### config.mk
export PLATFORM = sky130hd
export DESIGN_NAME = xor_distance_bucket_table
export DESIGN_NICKNAME = d
export VERILOG_FILES = /design/src/sv/xdbt_pkg.sv /design/src/sv/xor_distance_bucket_table.sv
export SDC_FILE = /design/constraint.sdc
export NUM_CORES = 2
export LEC_CHECK = 0
export BUFFER_PORTS_ARGS = -buffer_cell sky130_fd_sc_hd__buf_2
export CORE_AREA = 4 4 376 378
export CTS_CLUSTER_DIAMETER = 200
export CTS_CLUSTER_SIZE = 25
export DETAILED_ROUTE_END_ITERATION = 10
export DIE_AREA = 0 0 380 382
export MAX_ROUTING_LAYER = met4
export SYNTH_ARGS = -nofsm -noshare
export SYNTH_HDL_FRONTEND = slang
export SYNTH_SLANG_ARGS = --single-unit
### constraint.sdc
create_clock -name clk_i -period 18 [get_ports clk_i]
set_input_delay 1.8 -clock clk_i [delete_from_list [all_inputs] [get_ports clk_i]]
set_output_delay 1.8 -clock clk_i [all_outputs]
set_load 0.02 [all_outputs]
### src/sv/xdbt_pkg.sv
// Shared types and constants for the XOR distance bucket table.
// Holds the sequencer state type, request and register codes, and default sizes.
// No dependencies.
`timescale 1ns / 1ps

package xdbt_pkg;

  localparam int unsigned SLOTS_DEF     = 16;
  localparam int unsigned ADDR_BITS_DEF = 48;

  localparam int unsigned ID_W       = 64;
  localparam int unsigned PEER_ADDR_W = 48;
  localparam int unsigned OP_W       = 2;
  localparam int unsigned COUNT_W    = 5;
  localparam int unsigned CFG_IDX_W  = 2;

  localparam logic [OP_W-1:0] OP_ADD    = 2'd0;
  localparam logic [OP_W-1:0] OP_REMOVE = 2'd1;
  localparam logic [OP_W-1:0] OP_RANGE  = 2'd2;

  localparam logic [CFG_IDX_W-1:0] REG_OWN_ID      = 2'd0;
  localparam logic [CFG_IDX_W-1:0] REG_RANGE_LOWER = 2'd1;
  localparam logic [CFG_IDX_W-1:0] REG_RANGE_UPPER = 2'd2;

  typedef enum logic [1:0] {
    ST_IDLE,
    ST_SCAN,
    ST_DECIDE,
    ST_DONE
  } state_e;

endpackage

### src/sv/xor_distance_bucket_table.sv
// XOR distance peer bucket: slot table, sequencer and configuration registers.
// Depends on xdbt_pkg for codes, state type and default sizes.
// Usage:
//   Requests enter on in_valid_i / in_stall_o with operation_i, node_id_i and
//   peer_addr_i; a request is taken at an edge where in_valid_i is high and
//   in_stall_o is low. Each request gives one response on out_valid_o /
//   out_stall_i carrying success_o and entry_count_o.
//   Add and remove walk every slot through the id memory, one slot per
//   cycle, comparing each stored id with the request id and tracking the
//   slot farthest in XOR distance from the own id. Range queries and the
//   unused code skip the scan and go straight to the decision state.
//   One request is in flight at a time; in_stall_o is high while it runs, so
//   a new request is taken only once the last one reaches the output register.
//   The response sits in an output register, so the next request can be
//   taken while the receiver stalls; if the output register is still full
//   when the next response is ready, the sequencer holds until it drains.
//   Configuration writes (own id, range bounds) use cfg_valid_i/cfg_ready_o
//   and are always ready; write them only while no request is in flight.
//   Reset empties the table and clears the registers to zero.
`timescale 1ns / 1ps

module xor_distance_bucket_table
  import xdbt_pkg::*;
#(
  parameter int unsigned BUCKET_SLOTS = SLOTS_DEF,
  parameter int unsigned ADDR_BITS    = ADDR_BITS_DEF
) (
  input  logic                   clk_i,
  input  logic                   rst_ni,
  input  logic                   in_valid_i,
  output logic                   in_stall_o,
  input  logic [OP_W-1:0]        operation_i,
  input  logic [ID_W-1:0]        node_id_i,
  input  logic [PEER_ADDR_W-1:0] peer_addr_i,
  output logic                   out_valid_o,
  input  logic                   out_stall_i,
  output logic                   success_o,
  output logic [COUNT_W-1:0]     entry_count_o,
  input  logic                   cfg_valid_i,
  output logic                   cfg_ready_o,
  input  logic [CFG_IDX_W-1:0]   cfg_index_i,
  input  logic [ID_W-1:0]        cfg_data_i
);

  localparam int unsigned IDX_W = (BUCKET_SLOTS > 1) ? $clog2(BUCKET_SLOTS) : 1;
  localparam int unsigned CNT_W = $clog2(BUCKET_SLOTS + 1);
  localparam logic [IDX_W-1:0] LAST_IDX = IDX_W'(BUCKET_SLOTS - 1);
  localparam logic [IDX_W:0]   SLOTS_N  = (IDX_W + 1)'(BUCKET_SLOTS);

  state_e state_q, state_d;

  logic [ID_W-1:0] own_q, lower_q, upper_q;

  logic [OP_W-1:0]      op_q;
  logic [ID_W-1:0]      id_q;
  logic [ADDR_BITS-1:0] addr_q;

  logic [BUCKET_SLOTS-1:0] valid_q, valid_d;
  logic [CNT_W-1:0]        count_q, count_d;

  // scan pipeline
  logic [IDX_W:0]   rd_idx_q, rd_idx_d;
  logic             cmp_vld_q, cmp_vld_d;
  logic [IDX_W-1:0] cmp_idx_q, cmp_idx_d;
  logic [ID_W-1:0]  rd_id_q;

  logic             found_q, found_d;
  logic [IDX_W-1:0] found_idx_q, found_idx_d;
  logic             free_q, free_d;
  logic [IDX_W-1:0] free_idx_q, free_idx_d;
  logic             victim_q, victim_d;
  logic [IDX_W-1:0] victim_idx_q, victim_idx_d;
  logic [ID_W-1:0]  far_q, far_d;

  logic success_q, success_d;
  logic out_valid_q, out_valid_d;
  logic out_success_q;
  logic [COUNT_W-1:0] out_count_q;
  logic load_out;

  logic [ID_W-1:0]      id_mem   [BUCKET_SLOTS];
  logic [ADDR_BITS-1:0] addr_mem [BUCKET_SLOTS];
  logic                 wr_en, wr_id_en;
  logic [IDX_W-1:0]     wr_idx;

  logic                      in_accept;
  logic [ID_W-1:0]           scan_dist, req_dist;
  logic [ADDR_BITS+PEER_ADDR_W-1:0] addr_ext;
  logic [CNT_W+COUNT_W-1:0]  count_ext;

  assign in_stall_o  = (state_q != ST_IDLE);
  assign in_accept   = in_valid_i && !in_stall_o;
  assign cfg_ready_o = 1'b1;
  assign addr_ext    = {{ADDR_BITS{1'b0}}, peer_addr_i};
  assign scan_dist   = rd_id_q ^ own_q;
  assign req_dist    = id_q ^ own_q;
  assign count_ext   = {{COUNT_W{1'b0}}, count_q};

  always_ff @(posedge clk_i or negedge rst_ni) begin
    if (!rst_ni) begin
      own_q   <= '0;
      lower_q <= '0;
      upper_q <= '0;
    end else if (cfg_valid_i && cfg_ready_o) begin
      unique case (cfg_index_i)
        REG_OWN_ID:      own_q   <= cfg_data_i;
        REG_RANGE_LOWER: lower_q <= cfg_data_i;
        REG_RANGE_UPPER: upper_q <= cfg_data_i;
        default: ;
      endcase
    end
  end

  // slot memories: one write port, registered read of the scan address
  always_ff @(posedge clk_i) begin
    if (wr_en) begin
      addr_mem[wr_idx] <= addr_q;
      if (wr_id_en) begin
        id_mem[wr_idx] <= id_q;
      end
    end
    rd_id_q <= id_mem[rd_idx_q[IDX_W-1:0]];
  end

  always_ff @(posedge clk_i) begin
    if (in_accept) begin
      op_q   <= operation_i;
      id_q   <= node_id_i;
      addr_q <= addr_ext[ADDR_BITS-1:0];
    end
    cmp_idx_q    <= cmp_idx_d;
    found_idx_q  <= found_idx_d;
    free_idx_q   <= free_idx_d;
    victim_idx_q <= victim_idx_d;
    far_q        <= far_d;
    success_q    <= success_d;
    if (load_out) begin
      out_success_q <= success_q;
      out_count_q   <= count_ext[COUNT_W-1:0];
    end
  end

  always_ff @(posedge clk_i or negedge rst_ni) begin
    if (!rst_ni) begin
      state_q     <= ST_IDLE;
      valid_q     <= '0;
      count_q     <= '0;
      rd_idx_q    <= '0;
      cmp_vld_q   <= 1'b0;
      found_q     <= 1'b0;
      free_q      <= 1'b0;
      victim_q    <= 1'b0;
      out_valid_q <= 1'b0;
    end else begin
      state_q     <= state_d;
      valid_q     <= valid_d;
      count_q     <= count_d;
      rd_idx_q    <= rd_idx_d;
      cmp_vld_q   <= cmp_vld_d;
      found_q     <= found_d;
      free_q      <= free_d;
      victim_q    <= victim_d;
      out_valid_q <= out_valid_d;
    end
  end

  always_comb begin
    state_d      = state_q;
    valid_d      = valid_q;
    count_d      = count_q;
    rd_idx_d     = rd_idx_q;
    cmp_vld_d    = 1'b0;
    cmp_idx_d    = cmp_idx_q;
    found_d      = found_q;
    found_idx_d  = found_idx_q;
    free_d       = free_q;
    free_idx_d   = free_idx_q;
    victim_d     = victim_q;
    victim_idx_d = victim_idx_q;
    far_d        = far_q;
    success_d    = success_q;
    wr_en        = 1'b0;
    wr_id_en     = 1'b0;
    wr_idx       = found_idx_q;
    load_out     = 1'b0;
    out_valid_d  = out_valid_q && out_stall_i;

    unique case (state_q)
      ST_IDLE: begin
        if (in_accept) begin
          rd_idx_d = '0;
          found_d  = 1'b0;
          free_d   = 1'b0;
          victim_d = 1'b0;
          far_d    = '0;
          if (operation_i == OP_ADD || operation_i == OP_REMOVE) begin
            state_d = ST_SCAN;
          end else begin
            state_d = ST_DECIDE;
          end
        end
      end

      ST_SCAN: begin
        // issue one slot read per cycle, compare the slot read last cycle
        if (rd_idx_q < SLOTS_N) begin
          cmp_vld_d = 1'b1;
          cmp_idx_d = rd_idx_q[IDX_W-1:0];
          rd_idx_d  = rd_idx_q + 1'b1;
        end
        if (cmp_vld_q) begin
          if (valid_q[cmp_idx_q]) begin
            if (rd_id_q == id_q) begin
              found_d     = 1'b1;
              found_idx_d = cmp_idx_q;
            end
            if (far_q < scan_dist) begin
              far_d        = scan_dist;
              victim_d     = 1'b1;
              victim_idx_d = cmp_idx_q;
            end
          end else if (!free_q) begin
            free_d     = 1'b1;
            free_idx_d = cmp_idx_q;
          end
          if (cmp_idx_q == LAST_IDX) begin
            state_d = ST_DECIDE;
          end
        end
      end

      ST_DECIDE: begin
        success_d = 1'b0;
        unique case (op_q)
          OP_ADD: begin
            if (found_q) begin
              wr_en     = 1'b1;
              wr_idx    = found_idx_q;
              success_d = 1'b1;
            end else if (free_q) begin
              wr_en             = 1'b1;
              wr_id_en          = 1'b1;
              wr_idx            = free_idx_q;
              valid_d[free_idx_q] = 1'b1;
              count_d           = count_q + 1'b1;
              success_d         = 1'b1;
            end else if (victim_q && (req_dist < far_q)) begin
              wr_en     = 1'b1;
              wr_id_en  = 1'b1;
              wr_idx    = victim_idx_q;
              success_d = 1'b1;
            end
          end
          OP_REMOVE: begin
            if (found_q) begin
              valid_d[found_idx_q] = 1'b0;
              count_d              = count_q - 1'b1;
              success_d            = 1'b1;
            end
          end
          OP_RANGE: begin
            success_d = (lower_q <= req_dist) && (req_dist < upper_q);
          end
          default: ;
        endcase
        state_d = ST_DONE;
      end

      ST_DONE: begin
        // hold until the output register can take the response
        if (!out_valid_q || !out_stall_i) begin
          load_out    = 1'b1;
          out_valid_d = 1'b1;
          state_d     = ST_IDLE;
        end
      end

      default: state_d = ST_IDLE;
    endcase
  end

  assign out_valid_o   = out_valid_q;
  assign success_o     = out_success_q;
  assign entry_count_o = out_count_q;

endmodule
==> flow_summary.toml <==
[grt]
grt_pass1_vias = 32000
grt_overflow_total = 0
grt_pass1_wl_um = 226000
grtUsageTotal = 0.220
grt_max_degree = 115
antenna_found_initial = 7

[clock_tree]
clk_latency_ns = 0.72
cts_buffers = 68
clkTransAtPathRegs_ns = 0.11
cts_tree = "yes"
clock-sinks = 1466
hold_buffers = 0
cts_resized = 0
cts_root_buffer = "clkbuf_16"
clock_path_buffers = 3
cts_setup_buffers = 0
h-tree-depth = 3

[setup_path]
r2r_end = "id_mem[0][20]"
crit_chain = "xor2_1 -> ha_1 -> a21oi_1 -> a21boi_0 -> o221ai_1 -> o2111ai_1 -> a221oi_2 -> nor2b_2 -> a211o_1 -> nor4b_2 -> buf_4 -> buf_4"
cp-start-kind = "register"
critical_path.max_stage_delay_ns = 0.87
arrival_ns = 6.33
worst_setup_path_end_kind = "register"
crit_fanout = 48
worst-setup-path-type = "register to register"
critical_path_buf_inv_count = 2
path_delay_family = "compound AO/OA/AOI/OAI gates"
cp_data_required_time_ns = 18.31
reg2reg_from = "id_q[20]"
crit_top_cell = "buf_4"
r2r_cells = 12
timing.critical_path.slowest_stage_cell = "buf_4"
worst-r2r-setup-slack_ns = 11.98

[pwr]
p_comb_frac = 0.285
p_leak_nw = 23.4
ir_worst_vdd_uv = 99.4
switching_share = 0.318
p_seq_frac = 0.509
power_switching_mw = 2.78
p_per_area_nw_per_um2 = 131
p_int_mw = 5.97
clkPwrFrac = 0.206

[synth]
synth_most_common_cell = "edfxtp_1"
ys_types = 69
synth.area.top_cells = "edfxtp_1 57%, mux4_2 12%, dfrtp_1 9.1%"
synth_common_cells = "1177 x edfxtp_1, 325 x mux4_2, 261 x ha_1, 225 x dfrtp_1, 208 x inv_1"
synth_top_cell_area_share = 0.572
synth_nets = 3862
yosysWarnings = 0
synth-seq-area-share = 0.684
ys_seq_elements = 1466
synth_area_um2 = 61700
syn_avg_cell_area_um2 = 18.1
netlist_instances = 3415
synthFlopType = "edfxtp_1"
synth_area_leader_cell = "edfxtp_1"
async_reset_ff_frac = 0.153
synth-edff-count = 1177

[floorplanning]
num_io_pins = 194
die_y_um = 382
core_area_um2 = 137000
die_area_um2 = 145000
dieWidth_um = 380
start_util = 0.449
num_rows = 136

[placed_design]
dpl_cell_area_um2 = 65100
gp_congestion = 0.858
dp_hpwl_um = 96500
port_buffers = 144
dp_cells = 5325

[routing]
via_count = 31700
via_per_inst = 5.82
initialDrtViolationCount = 2799
first_pass_iters = 6
wl_per_cell_um = 28.5
wirelength_um = 155000
drcViolationCount = 0
ant_nets = 0

[timing]
tns_ns = 0
finalClockSkew_ns = 0.0541
finalCritPeriodShare = 0.334
hold_ws_ns = 0.456
hold_viol = 0
slew_viol_final = 0
tightest_slew_ns = 1.12
setup_viol = 0
fin_crit_ns = 6.02
max_slew_margin = 0.256
max_freq_ghz = 0.166
rsz0062_at_grt = "no"

[layout]
final_nets = 4048
final_cells = 5450
fillers = 11500
drive_gt1_frac = 0.235
post-route-cell-area_um2 = 67100
syn2layout_area_growth_pct = 8.64

[min_path]
holdPathEnd = "success_o"
hold_path_startpoint = "success_q"
holdPathStages = 0
hold_path_class = "register to register"

[job]
drv_cap = 0

[outcome]
status = "finished clean"
layout by cell type, fill, tap and decap left out, types with 23 or more instances in the layout:
cell and count:
nand4_1 63, ha_1 261, edfxtp_1 1177, a21o_1 44
o21ai_0 83, mux4_2 325, nand2_1 62, clkbuf_16 70
mux2_2 192, dfxtp_1 64, inv_1 208, buf_4 80
buf_2 143, nor3_1 23, nand3_1 30, dfrtp_1 221
clkbuf_1 47, xnor2_1 130, a21oi_1 69, xor2_1 67
nor2_1 100
power by group through the flow:
stage / clock network [mW] / logic [mW] / registers (mW)
floorplan: 0 / 1.81 / 4.35
global placement: 0 / 2.51 / 4.52
detailed placement: 0 / 2.53 / 4.53
CTS: 1.87 / 2.54 / 4.45
global route: 1.99 / 2.77 / 4.49
finish: 1.80 / 2.49 / 4.46
state kept, by name, indices dropped and copies added (netlist names), 16 cells and up:
register and flops:
id_mem 1024, far_q 64, id_q 64, lower_q 64, own_q 64, rd_id_q 64
upper_q 64, valid_q 16
worst max path at each step:
stage | startpoint | end | slack (ns) | cells after the start
2_1_floorplan | id_q[14] | id_mem[6][0] | 7.96 | 11
3_3_place_gp | id_q[17] | id_mem[7][17] | 12.01 | 12
3_5_place_dp | id_q[17] | id_mem[6][19] | 11.95 | 12
4_1_cts | id_q[20] | id_mem[6][19] | 11.92 | 12
5_1_grt | id_q[20] | id_mem[2][17] | 11.65 | 12
6_report | id_q[20] | id_mem[0][20] | 11.98 | 12
area by class of cell:
type | instances | area (um2) | share of cell area
Tap cell | 1794 | 2240 | 0.0335
Sequential cell | 1466 | 42300 | 0.630
Multi-Input combinational cell | 1630 | 18400 | 0.274
Timing Repair Buffer | 226 | 1370 | 0.0204
Clock inverter | 5 | 65.1 | 0.000970
Clock buffer | 117 | 1930 | 0.0287
Inverter | 209 | 785 | 0.0117
Antenna cell | 3 | 7.51 | 0.000112
kinds of logic after synthesis:
logic type | Yosys count | synth area share
buffers and inverters | 319 | 0.0195
AND/OR/NAND/NOR | 357 | 0.0298
other | 1 | 0.0000607
flip-flops | 1466 | 0.684
XOR/XNOR | 197 | 0.0279
multiplexers | 519 | 0.154
adder cells (fa/ha/maj) | 262 | 0.0532
AO/OA/AOI/OAI | 294 | 0.0311
metrics by stage:
step | total power, mW | util | worst slack [ns]
after CTS | 8.86 | 0.488 | 11.92
after floorplan | 6.16 | - | 7.96
final | 8.76 | 0.488 | 11.98
after detailed placement | 7.06 | 0.473 | 11.95
after global placement | 7.03 | 0.473 | 12.01
after global routing | 9.25 | 0.488 | 11.65
per-layer routing:
metal,vias up,part of all wire,track usage
met2,871,0.47,0.343
met5,-,0,-
met1,17000,0.45,0.320
met4,0,0.016,0.0454
met3,129,0.055,0.0228
li1,13800,-,-
Note: power is estimated with default switching activity, not from simulation.
